--- src/hw/rtl/me_pkg.sv ---
`timescale 1ns / 1ps
`default_nettype none
// ----------------------------------------------------------------------------
// me_pkg: shared types and constants of the modular exponentiation block
// Field widths, register indexes and the status struct of the serial
// modular multiplier.
// ----------------------------------------------------------------------------
package me_pkg;

  // field widths
  localparam int MOD_W       = 30;
  localparam int BASE_W      = 31;
  localparam int EXP_FIELD_W = 31;
  localparam int CFG_IDX_W   = 2;
  localparam int CFG_DATA_W  = 31;

  // multiplier operand width, one bit is consumed per cycle
  localparam int MUL_W = 31;

  // defaults
  localparam int               EXP_BITS_DEFAULT = 31;
  localparam logic [MOD_W-1:0] MOD_RESET        = 30'd998244352;

  // configuration register indexes
  typedef enum logic [CFG_IDX_W-1:0] {
    REG_BASE    = 2'd0,
    REG_MODULUS = 2'd1
  } reg_idx_e;

  // status of one serial modular multiplier
  typedef struct packed {
    logic busy;
    logic done;
  } mm_stat_t;

endpackage
`default_nettype wire

--- src/hw/rtl/me_if.sv ---
`timescale 1ns / 1ps
`default_nettype none
// ----------------------------------------------------------------------------
// me_if: channel interfaces of the modular exponentiation block
// Exponent request, result response and configuration write channels.
// ----------------------------------------------------------------------------

// exponent request channel
interface me_req_if import me_pkg::*; ();
  logic                   valid;
  logic                   ready;
  logic [EXP_FIELD_W-1:0] exponent;

  modport source (output valid, output exponent, input ready);
  modport sink   (input valid, input exponent, output ready);
endinterface

// result channel
interface me_rsp_if import me_pkg::*; ();
  logic             valid;
  logic             ready;
  logic [MOD_W-1:0] power_mod;

  modport source (output valid, output power_mod, input ready);
  modport sink   (input valid, input power_mod, output ready);
endinterface

// configuration write channel
interface me_cfg_if import me_pkg::*; ();
  logic                  valid;
  logic                  ready;
  logic [CFG_IDX_W-1:0]  index;
  logic [CFG_DATA_W-1:0] data;

  modport source (output valid, output index, output data, input ready);
  modport sink   (input valid, input index, input data, output ready);
endinterface
`default_nettype wire

--- src/hw/rtl/modular_exponentiation.sv ---
`timescale 1ns / 1ps
`default_nettype none
// ----------------------------------------------------------------------------
// modular_exponentiation: base ^ exponent mod modulus per request
// Right-to-left binary square-and-multiply over two bit-serial modular
// multipliers, one squaring and one accumulating.
// ----------------------------------------------------------------------------
// channel  dir  payload         handshake
// cfg_i    in   index, data     valid/ready, always ready
// req_i    in   exponent        valid/ready, ready while no request in work
// rsp_o    out  power_mod       valid/ready, held in an output register
//
// A request first reduces the base (one multiply), then spends one multiply
// per exponent bit up to its highest set bit; the result is written to the
// output register from ST_FIN, which waits while the held response is not
// taken, and the sequencer then returns to idle for the next request.
// Modulus below 2 skips the multiplies and answers 0.
// Reset restores base 0 and modulus 998244352 and idles the sequencer.
// A stalled response does not block the next request, only its finish.
// ----------------------------------------------------------------------------
module modular_exponentiation import me_pkg::*; #(
  parameter int EXP_BITS = EXP_BITS_DEFAULT
) (
  input  wire logic clk_i,
  input  wire logic rst_ni,
  me_cfg_if.sink    cfg_i,
  me_req_if.sink    req_i,
  me_rsp_if.source  rsp_o
);

  localparam int EXP_W = (EXP_BITS < EXP_FIELD_W) ? EXP_BITS : EXP_FIELD_W;

  typedef enum logic [3:0] {
    ST_IDLE   = 4'b0001,
    ST_REDUCE = 4'b0010,
    ST_MULT   = 4'b0100,
    ST_FIN    = 4'b1000
  } state_e;

  state_e           state_q, state_d;
  logic [BASE_W-1:0] base_q;
  logic [MOD_W-1:0]  mod_q;
  logic [EXP_W-1:0]  exp_q, exp_shr;
  logic [MOD_W-1:0]  acc_q, acc_next;
  logic              rsp_valid_q;
  logic [MOD_W-1:0]  rsp_data_q;
  logic              req_fire, rsp_free, mod_small;

  logic             sq_start, acc_start;
  logic [MOD_W-1:0] sq_a, sq_res, acc_res;
  logic [MUL_W-1:0] sq_b, acc_b;
  mm_stat_t         sq_stat, acc_stat;

  // configuration registers
  assign cfg_i.ready = 1'b1;

  always_ff @(posedge clk_i or negedge rst_ni) begin
    if (!rst_ni) begin
      base_q <= '0;
      mod_q  <= MOD_RESET;
    end else if (cfg_i.valid) begin
      unique case (cfg_i.index)
        REG_BASE:    base_q <= cfg_i.data[BASE_W-1:0];
        REG_MODULUS: mod_q  <= cfg_i.data[MOD_W-1:0];
        default:     ;
      endcase
    end
  end

  assign req_i.ready = (state_q == ST_IDLE);
  assign req_fire    = req_i.valid && req_i.ready;
  assign rsp_free    = !rsp_valid_q || rsp_o.ready;
  assign mod_small   = (mod_q < MOD_W'(2));
  assign exp_shr     = exp_q >> 1;

  // accumulator takes the product only for a set exponent bit of a multiply step
  assign acc_next = (state_q == ST_MULT && exp_q[0]) ? acc_res : acc_q;

  // multiplier operands: base reduction first, then square and accumulate
  assign sq_start  = (req_fire && !mod_small)
                  || (state_q == ST_REDUCE && sq_stat.done && exp_q != '0)
                  || (state_q == ST_MULT && sq_stat.done && exp_shr != '0);
  assign acc_start = sq_start && (state_q != ST_IDLE);
  assign sq_a      = (state_q == ST_IDLE) ? MOD_W'(1) : sq_res;
  assign sq_b      = (state_q == ST_IDLE) ? MUL_W'(base_q)
                                          : {{(MUL_W-MOD_W){1'b0}}, sq_res};
  assign acc_b     = {{(MUL_W-MOD_W){1'b0}}, sq_res};

  // sequencer next state
  always_comb begin
    state_d = state_q;
    unique case (state_q)
      ST_IDLE: begin
        if (req_fire) begin
          state_d = mod_small ? ST_FIN : ST_REDUCE;
        end
      end
      ST_REDUCE: begin
        if (sq_stat.done) begin
          state_d = (exp_q == '0) ? ST_FIN : ST_MULT;
        end
      end
      ST_MULT: begin
        if (sq_stat.done && exp_shr == '0) begin
          state_d = ST_FIN;
        end
      end
      ST_FIN: begin
        if (rsp_free) begin
          state_d = ST_IDLE;
        end
      end
      default: state_d = ST_IDLE;
    endcase
  end

  always_ff @(posedge clk_i or negedge rst_ni) begin
    if (!rst_ni) begin
      state_q <= ST_IDLE;
    end else begin
      state_q <= state_d;
    end
  end

  // working registers
  always_ff @(posedge clk_i) begin
    if (req_fire) begin
      exp_q <= req_i.exponent[EXP_W-1:0];
      acc_q <= mod_small ? '0 : MOD_W'(1);
    end else if (state_q == ST_MULT && sq_stat.done) begin
      acc_q <= acc_next;
      exp_q <= exp_shr;
    end
  end

  // output register
  always_ff @(posedge clk_i or negedge rst_ni) begin
    if (!rst_ni) begin
      rsp_valid_q <= 1'b0;
    end else if (state_q == ST_FIN && rsp_free) begin
      rsp_valid_q <= 1'b1;
    end else if (rsp_o.ready) begin
      rsp_valid_q <= 1'b0;
    end
  end

  always_ff @(posedge clk_i) begin
    if (state_q == ST_FIN && rsp_free) begin
      rsp_data_q <= acc_q;
    end
  end

  assign rsp_o.valid     = rsp_valid_q;
  assign rsp_o.power_mod = rsp_data_q;

  // squaring unit, also reduces the base
  me_modmul u_sq (
    .clk_i  (clk_i),
    .rst_ni (rst_ni),
    .start_i(sq_start),
    .a_i    (sq_a),
    .b_i    (sq_b),
    .m_i    (mod_q),
    .stat_o (sq_stat),
    .res_o  (sq_res)
  );

  // accumulating unit
  me_modmul u_acc (
    .clk_i  (clk_i),
    .rst_ni (rst_ni),
    .start_i(acc_start),
    .a_i    (acc_next),
    .b_i    (acc_b),
    .m_i    (mod_q),
    .stat_o (acc_stat),
    .res_o  (acc_res)
  );

  // checks
  a_mult_has_bits: assert property (@(posedge clk_i) disable iff (!rst_ni)
    state_q == ST_MULT |-> exp_q != '0)
    else $error("multiply step with no exponent bits left");

  a_units_in_step: assert property (@(posedge clk_i) disable iff (!rst_ni)
    state_q == ST_MULT |-> sq_stat.busy == acc_stat.busy)
    else $error("multipliers out of step");

  a_acc_reduced: assert property (@(posedge clk_i) disable iff (!rst_ni)
    (state_q == ST_MULT || state_q == ST_REDUCE) |-> acc_q < mod_q)
    else $error("accumulator not reduced");

  a_done_in_work: assert property (@(posedge clk_i) disable iff (!rst_ni)
    sq_stat.done |-> (state_q == ST_REDUCE || state_q == ST_MULT))
    else $error("multiplier done outside of work");

endmodule
`default_nettype wire

--- src/hw/rtl/me_modmul.sv ---
`timescale 1ns / 1ps
`default_nettype none
// ----------------------------------------------------------------------------
// me_modmul: bit-serial modular multiplier
// Computes a * b mod m by interleaved shift-and-add, one bit of b per cycle
// from the top, reducing the partial result below m at every step.
// Requires a < m and m >= 2.
// ----------------------------------------------------------------------------
module me_modmul import me_pkg::*; (
  input  wire logic             clk_i,
  input  wire logic             rst_ni,
  input  wire logic             start_i,
  input  wire logic [MOD_W-1:0] a_i,
  input  wire logic [MUL_W-1:0] b_i,
  input  wire logic [MOD_W-1:0] m_i,
  output mm_stat_t              stat_o,
  output logic [MOD_W-1:0]      res_o
);

  localparam int CNT_W = $clog2(MUL_W + 1);
  localparam int SUM_W = MOD_W + 2;

  logic [CNT_W-1:0] cnt_q;
  logic             done_q;
  logic [MOD_W-1:0] a_q, m_q, r_q, r_d;
  logic [MUL_W-1:0] b_q;
  logic [SUM_W-1:0] sum, m1, m2;

  // one step: r = 2r + bit * a, then bring back below m
  always_comb begin
    m1  = {2'b00, m_q};
    m2  = {1'b0, m_q, 1'b0};
    sum = {1'b0, r_q, 1'b0} + (b_q[MUL_W-1] ? {2'b00, a_q} : '0);
    if (sum >= m2) begin
      sum = sum - m2;
    end else if (sum >= m1) begin
      sum = sum - m1;
    end
    r_d = sum[MOD_W-1:0];
  end

  // step counter and done pulse
  always_ff @(posedge clk_i or negedge rst_ni) begin
    if (!rst_ni) begin
      cnt_q  <= '0;
      done_q <= 1'b0;
    end else if (start_i) begin
      cnt_q  <= CNT_W'(MUL_W);
      done_q <= 1'b0;
    end else begin
      done_q <= (cnt_q == CNT_W'(1));
      if (cnt_q != '0) begin
        cnt_q <= cnt_q - CNT_W'(1);
      end
    end
  end

  // operand and partial result registers
  always_ff @(posedge clk_i) begin
    if (start_i) begin
      a_q <= a_i;
      b_q <= b_i;
      m_q <= m_i;
      r_q <= '0;
    end else if (cnt_q != '0) begin
      b_q <= {b_q[MUL_W-2:0], 1'b0};
      r_q <= r_d;
    end
  end

  assign stat_o.busy = (cnt_q != '0);
  assign stat_o.done = done_q;
  assign res_o       = r_q;

  // checks
  a_start_idle: assert property (@(posedge clk_i) disable iff (!rst_ni)
    start_i |-> cnt_q == '0)
    else $error("multiplier started while busy");

  a_done_reduced: assert property (@(posedge clk_i) disable iff (!rst_ni)
    done_q |-> r_q < m_q)
    else $error("multiplier result not reduced");

  a_done_after_last: assert property (@(posedge clk_i) disable iff (!rst_ni)
    (cnt_q == CNT_W'(1) && !start_i) |=> done_q)
    else $error("missing done after last step");

endmodule
`default_nettype wire

--- src/flat_wrapper.sv ---
// flat-port wrapper written by rule: the top's interface ports become plain ports
module modular_exponentiation_flat import me_pkg::*;
#(
  parameter int EXP_BITS = EXP_BITS_DEFAULT
)
  (clk_i, rst_ni, cfg_i_valid, cfg_i_index, cfg_i_data, cfg_i_ready, req_i_valid, req_i_exponent, req_i_ready, rsp_o_valid, rsp_o_power_mod, rsp_o_ready);
  me_cfg_if cfg_i_i ();
  me_req_if req_i_i ();
  me_rsp_if rsp_o_i ();
  input  wire logic clk_i;
  input  wire logic rst_ni;
  input wire logic [$bits(cfg_i_i.valid)-1:0] cfg_i_valid;
  input wire logic [$bits(cfg_i_i.index)-1:0] cfg_i_index;
  input wire logic [$bits(cfg_i_i.data)-1:0] cfg_i_data;
  output wire logic [$bits(cfg_i_i.ready)-1:0] cfg_i_ready;
  input wire logic [$bits(req_i_i.valid)-1:0] req_i_valid;
  input wire logic [$bits(req_i_i.exponent)-1:0] req_i_exponent;
  output wire logic [$bits(req_i_i.ready)-1:0] req_i_ready;
  output wire logic [$bits(rsp_o_i.valid)-1:0] rsp_o_valid;
  output wire logic [$bits(rsp_o_i.power_mod)-1:0] rsp_o_power_mod;
  input wire logic [$bits(rsp_o_i.ready)-1:0] rsp_o_ready;
  assign cfg_i_i.valid = cfg_i_valid;
  assign cfg_i_i.index = cfg_i_index;
  assign cfg_i_i.data = cfg_i_data;
  assign cfg_i_ready = cfg_i_i.ready;
  assign req_i_i.valid = req_i_valid;
  assign req_i_i.exponent = req_i_exponent;
  assign req_i_ready = req_i_i.ready;
  assign rsp_o_valid = rsp_o_i.valid;
  assign rsp_o_power_mod = rsp_o_i.power_mod;
  assign rsp_o_i.ready = rsp_o_ready;
  modular_exponentiation #(.EXP_BITS(EXP_BITS)) u_core (.clk_i(clk_i), .rst_ni(rst_ni), .cfg_i(cfg_i_i), .req_i(req_i_i), .rsp_o(rsp_o_i));
endmodule
--- config.mk ---
export PLATFORM = sky130hd
export DESIGN_NAME = modular_exponentiation_flat
export DESIGN_NICKNAME = d
export VERILOG_FILES = /design/src/hw/rtl/me_pkg.sv /design/src/hw/rtl/me_if.sv /design/src/hw/rtl/modular_exponentiation.sv /design/src/hw/rtl/me_modmul.sv /design/src/flat_wrapper.sv
export SDC_FILE = /design/constraint.sdc
export NUM_CORES = 1
export LEC_CHECK = 0
export BUFFER_PORTS_ARGS = -buffer_cell sky130_fd_sc_hd__buf_2
export CAP_MARGIN = 20
export CORE_UTILIZATION = 25
export DETAILED_ROUTE_END_ITERATION = 6
export GPL_ROUTABILITY_DRIVEN = 0
export HOLD_SLACK_MARGIN = 0.15
export PLACE_DENSITY = 0.47
export SLEW_MARGIN = 20
export SYNTH_ARGS = -nofsm -noshare
export SYNTH_HDL_FRONTEND = slang
export SYNTH_SLANG_ARGS = --single-unit
--- constraint.sdc ---
create_clock -name clk_i -period 8.1 [get_ports clk_i]
set_input_delay 0.81 -clock clk_i [delete_from_list [all_inputs] [get_ports clk_i]]
set_output_delay 0.81 -clock clk_i [all_outputs]
set_load 0.005 [all_outputs]
== Word level (Yosys, flattened, before mapping) ==
Cells that the tools add are included.

* Register bits after elaboration: 410
* Bits of input ports: 69
* Output and inout port bits: 33

* $add $sub $neg: 8
* $lt $le $gt $ge: 5
* Equal/unequal tests: 11
* Mux-type cells: 31
* Reductions and logical operators: 29

{| class="wikitable"
|+ Operators with widths
! kind !! count
|-
| 30-bit 2-to-1 mux || 11
|-
| 31-bit 2-to-1 mux || 5
|-
| 30-bit subtractor || 4
|-
| 31-bit by 30-bit adder with 32-bit output || 2
|-
| 32-bit by 30-bit greater-or-equal comparator with 1-bit output || 2
|-
| 32-bit by 31-bit greater-or-equal comparator with 1-bit output || 2
|-
| 31-bit zero test || 2
|-
| 31-bit nonzero test || 2
|-
| 30-bit by 2-bit less-than comparator with 1-bit output (second input constant) || 1
|-
| 4-bit 2-to-1 mux || 6
|-
| 5-bit 2-to-1 mux || 4
|-
| 4-bit one-hot mux with 4 select lines || 1
|-
| 1-bit logical AND || 10
|-
| 5-bit nonzero test || 2
|-
| 5-bit by 1-bit subtractor with 5-bit output (second input constant) || 2
|-
| 2-bit nonzero test || 4
|-
| 2-bit != test (second input constant) || 3
|-
| 5-bit by 1-bit equality test with 1-bit output (second input constant) || 1
|-
| 4-bit by 1-bit equality test with 1-bit output (second input constant) || 1
|-
| 4-bit by 2-bit equality test with 1-bit output (second input constant) || 1
|-
| 4-bit by 3-bit equality test with 1-bit output (second input constant) || 1
|-
| 4-bit equality test (second input constant) || 1
|-
| 1-bit 2-to-1 mux || 4
|-
| 4-bit by 1-bit != test with 1-bit output (second input constant) || 1
|-
| 7 further kinds || 11
|}

== Depth between registers and ports, before layout ==
* Word-level depth: 7
* Mapped depth: 25

== Hierarchy ==
A second synthesis with hierarchy kept.

* Cell total of the unflattened synthesis: 2518
* Area, all modules: 26818.2 µm²

{| class="wikitable"
|+ By module, submodules not included
! module !! instances !! cells each !! area each (µm²)
|-
| me_modmul (u_core.u_sq) || 1 || 1041 || 9970.8
|-
| me_modmul (u_core.u_acc) || 1 || 1014 || 9828.2
|-
| modular_exponentiation || 1 || 463 || 7019.2
|}

== Worst setup path after synthesis ==
Ideal clock, no wire load.

* Path type: register to register
* Start: register u_core.u_acc.b_q[30]
* End: register u_core.u_acc.r_q[1] (netlist: u_core.u_acc.res_o[1])
* Library setup time: 0.117 ns
* Arrival: 4.989 ns
* Path slack: 2.994 ns
* Cell stages (with the launch flop): 24
* Buffers on the path: 3
* Clock period less this slack: 5.106 ns
* Cell sequence: dfxtp_1 > clkbuf_1 > and2_1 > ha_1 > fa_1 > a211oi_1 > o211ai_1 > a31oi_1 > o21bai_1 > a21oi_1 > xnor2_1 > ha_1 > clkbuf_1 > a211o_1 > a21oi_1 > nand3_1 > o21ai_1 > a211oi_1 > o211a_1 > nor3_2 > buf_2 > mux2i_1 > nand2_1 > a22o_1

* Longest elaborated chain between the ends: 5

{| class="wikitable"
|+ Ends and longest elaborated chain
! item !! RTL line !! source
|-
| start, declared || me_modmul.sv:26 || <nowiki>logic [MUL_W-1:0] b_q;</nowiki>
|-
| start signal, assigned || me_modmul.sv:62 || <nowiki>b_q <= b_i;</nowiki>
|-
| start signal, assigned || me_modmul.sv:66 || <nowiki>b_q <= {b_q[MUL_W-2:0], 1'b0};</nowiki>
|-
| 30-bit 2-to-1 mux (*) || me_modmul.sv:33 || <nowiki>sum = {1'b0, r_q, 1'b0} + (b_q[MUL_W-1] ? {2'b00, a_q} : '0);</nowiki>
|-
| 31-bit by 30-bit adder with 32-bit output (*) || me_modmul.sv:33 ||
|-
| 30-bit subtractor or 32-bit by 30-bit greater-or-equal comparator with 1-bit output (tied branches) || me_modmul.sv:37, me_modmul.sv:36 ||
|-
| 30-bit 2-to-1 mux || me_modmul.sv:36 || <nowiki>end else if (sum >= m1) begin</nowiki>
|-
| 30-bit 2-to-1 mux (*) || me_modmul.sv:34 || <nowiki>if (sum >= m2) begin</nowiki>
|-
| end signal, assigned || me_modmul.sv:67 || <nowiki>r_q <= r_d;</nowiki>
|-
| end, declared || me_modmul.sv:25 || <nowiki>logic [MOD_W-1:0] a_q, m_q, r_q, r_d;</nowiki>
|}

Mark *: on every way between the ends. The rest lies on a longest branch, timed or not.
A chain may end at the register's enable or synchronous reset.

== Final worst setup path ==
* Start: register u_core.u_acc.b_q[30]
* End: register u_core.u_acc.r_q[0] (netlist: u_core.u_acc.res_o[0])

The elaborated chain is that of the path after synthesis.

==> results.json <==
{
  "status": "complete, no violations",
  "tns_ps": 0,
  "grt_pass1_wl_mm": 113,
  "pwr-share-seq": 0.228,
  "min-delay-start": "cfg_i_data[0]",
  "htreeDepth": 2,
  "reg2reg_depth": 21,
  "rsz0062_at_grt": "no",
  "drtIter0Drc": 1282,
  "n_antenna_cell": 0,
  "cts_tree": "yes",
  "max_freq_ghz": 0.152,
  "antenna_found_initial": 5,
  "synth-seq-cells": 410,
  "wl_mm": 73.2,
  "core_area_um2": 102000,
  "power_density_nw_per_um2": 430,
  "synth_edf_count": 272,
  "period_minus_slack_ps": 6560,
  "path_clk_slew_ps": 60,
  "worstMarginPinSlew_ps": 1050,
  "grt-ovfl-total": 0,
  "syn_area_um2": 25900,
  "cp_data_arrival_time_ps": 7080,
  "placed_cells": 4044,
  "fin_area_um2": 29400,
  "switching_share": 0.447,
  "p_total_mw": 12.7,
  "syn_to_final_growth_pct": 13.8,
  "drtAntennaViolNets": 0,
  "vias": 19900,
  "crit_chain": "and2_1 > ha_1 > fa_1 > a211oi_1 > o211ai_1 > a31oi_1 > o21ai_0 > a21o_1 > a21oi_1 > xnor2_1 > ha_1 > and3_1 > nor2b_1 > o31ai_1 > a21o_1 > a31oi_1 > o2111ai_1 > nand3_1 > nor2_1 > mux2_2 > a21oi_1",
  "path_class": "flip-flop to flip-flop",
  "layout_commonest_cell": "nand2_1",
  "synth_nets": 2910,
  "synth_cells": 2652,
  "reg2reg_slack_ps": 1540,
  "final-hold-violation-count": 0,
  "power.leakage_nw": 12.0,
  "placed_area_um2": 27900,
  "ys_types": 84,
  "ys_seq_area_frac": 0.438,
  "cp_max_fo": 31,
  "pwr-share-clk": 0.168,
  "layout_setup_ws_ps": 1540,
  "pre_cts_slack_ps": 1490,
  "r2r-end": "u_core.u_acc.res_o[0]",
  "cp-end-kind": "flip-flop",
  "die_y_um": 324,
  "min-delay-path-class": "input pin to flip-flop",
  "cts_buffers": 46,
  "ys_warn_count": 0,
  "synthFlopType": "edfxtp_1",
  "slew_violations": 0,
  "cts_setup_buffers": 0,
  "drive_above_1_share": 0.126,
  "fp.dieW_um": 324,
  "ir_worst_vdd_mv": 0.310,
  "crit_slowest_cell": "dfxtp_1",
  "design.die.area_um2": 105000,
  "final_nets": 2984,
  "ios": 102,
  "reg2reg_from": "u_core.u_acc.b_q[30]",
  "hold-worst-slack_ps": 439,
  "fin_crit_sh": 0.810,
  "start_util": 0.253,
  "worstHoldPathCells": 3,
  "final_cells": 4130,
  "ctsRootBufferMaster": "clkbuf_16",
  "io_buffers": 100,
  "maxCapViolations": 0,
  "clock-sinks": 410,
  "routed_via_density": 4.82,
  "p_comb_frac": 0.603,
  "p_switching_mw": 5.66,
  "grt_max_degree": 91,
  "grt_pass1_vias": 19100,
  "dr.pass1.iters": 5,
  "syn_avg_cell_area_um2": 9.76,
  "cp.required_ps": 8620,
  "crit_path_max_incr_delay_ps": 580,
  "fin_skew_ps": 18.0,
  "setup_viol": 0,
  "clk_latency_ps": 600,
  "grt_use_total": 0.137,
  "max_slew_margin": 0.302,
  "hpwlAfterDp_mm": 55.6,
  "drc": 0,
  "synthArstFlopShare": 0.188,
  "rows": 117,
  "wl_per_cell_um": 17.7,
  "p_int_mw": 7.00,
  "setup.worst_path.start_class": "flip-flop",
  "holdPathEnd": "u_core.base_q[0]",
  "final_cell_mix": "290 x nand2_1, 272 x edfxtp_1, 238 x a21oi_1, 190 x o21ai_0, 183 x ha_1",
  "final_util": 0.288,
  "max-clock-path-buffers": 3
}
==> synthesized netlist by cell type, types with 25 or more instances <==
cell type | count | area (um2)
nand2_1 | 294 | 1100
edfxtp_1 | 272 | 8170
a21oi_1 | 238 | 1190
o21ai_0 | 191 | 956
ha_1 | 183 | 2290
inv_1 | 146 | 548
nor2_1 | 136 | 510
and2_1 | 98 | 613
mux2_2 | 95 | 1070
xnor2_1 | 95 | 832
clkbuf_1 | 90 | 338
a21o_1 | 75 | 563
dfrtp_1 | 70 | 1750
dfxtp_1 | 61 | 1220
xor2_1 | 56 | 490
nand3_1 | 43 | 215
nor3_1 | 39 | 195
nand4_1 | 34 | 213
a211oi_1 | 31 | 233
a31oi_1 | 27 | 169
o21bai_1 | 25 | 188
==> how the worst max path moves through the flow <==
stage | end | startpoint | slack, ps
finish | u_core.u_acc.res_o[0] | u_core.u_acc.b_q[30] | 1540
detailed placement | u_core.u_acc.res_o[4] | u_core.u_acc.b_q[30] | 1490
global route | u_core.u_acc.res_o[0] | u_core.u_acc.b_q[30] | 870
global placement | u_core.u_acc.res_o[27] | u_core.u_acc.b_q[30] | 1530
floorplan | u_core.u_acc.res_o[1] | u_core.u_acc.b_q[30] | 2990
CTS | u_core.u_acc.res_o[0] | u_core.u_acc.b_q[30] | 1450
==> logic make-up (layout without fill, tap and decap cells) <==
kind of cell / Yosys count / after routing / share of synthesized area
compound gates: 764 / 764 / 0.185
xor+xnor: 151 / 151 / 0.0511
fa+ha+maj: 189 / 189 / 0.0931
buf+inv: 247 / 357 / 0.0367
flops: 410 / 410 / 0.438
mux: 122 / 122 / 0.0534
other cells: 1 / 1 / 0.000145
simple gates: 768 / 768 / 0.143
==> flip-flops by register name, indices dropped and copies added (netlist names) <==
name	cells
u_core.u_acc.res_o	30
u_core.acc_q	30
u_core.rsp_o.power_mod	30
u_core.rsp_o.valid	1
u_core.mod_q	30
u_core.base_q	31
u_core.exp_q	31
u_core.u_sq.b_q	31
u_core.u_sq.done_q	1
u_core.u_acc.b_q	31
u_core.u_acc.cnt_q	5
u_core.u_sq.a_q	30
u_core.u_acc.a_q	30
u_core.u_acc.m_q	30
u_core.u_sq.res_o	30
u_core.state_q	4
u_core.u_sq.m_q	30
u_core.u_sq.cnt_q	5
==> critical path: cells and delay by family, from the launching register on <==
kind	cells	cell delay, ps
compound gates	11	2760
xor+xnor	1	250
fa+ha+maj	3	1020
flops	1	580
mux	1	370
simple gates	5	1480
==> metal layers <==
layer	vias up	GRT usage	share of wire
met2	447	0.197	0.41
met1	9489	0.211	0.53
met3	100	0.0180	0.042
met4	0	0.0399	0.026
met5	-	0	0
li1	9875	-	-
==> power groups by stage <==
stage	clock network (mW)	logic, mW	registers [mW]
2_1_floorplan	0	5.80	2.75
3_3_place_gp	0	7.51	2.94
3_5_place_dp	0	7.46	2.93
4_1_cts	2.20	7.53	2.89
5_1_grt	2.26	8.44	2.92
6_report	2.13	7.64	2.89
==> area by class of cell <==
type | count | area (um2)
Inverter | 146 | 551
Timing Repair Buffer | 127 | 712
Tap cell | 1368 | 1710
Clock inverter | 19 | 209
Sequential cell | 410 | 11300
Clock buffer | 65 | 1280
Fill cell | 10900 | 72700
Multi-Input combinational cell | 1995 | 13700
==> timing repair <==
action                    4_1_cts  5_1_grt
hold buffers                    1        0
hold endpoints to repair       17        0
gates resized for setup         0        0
(Power assumes the default switching activity.)
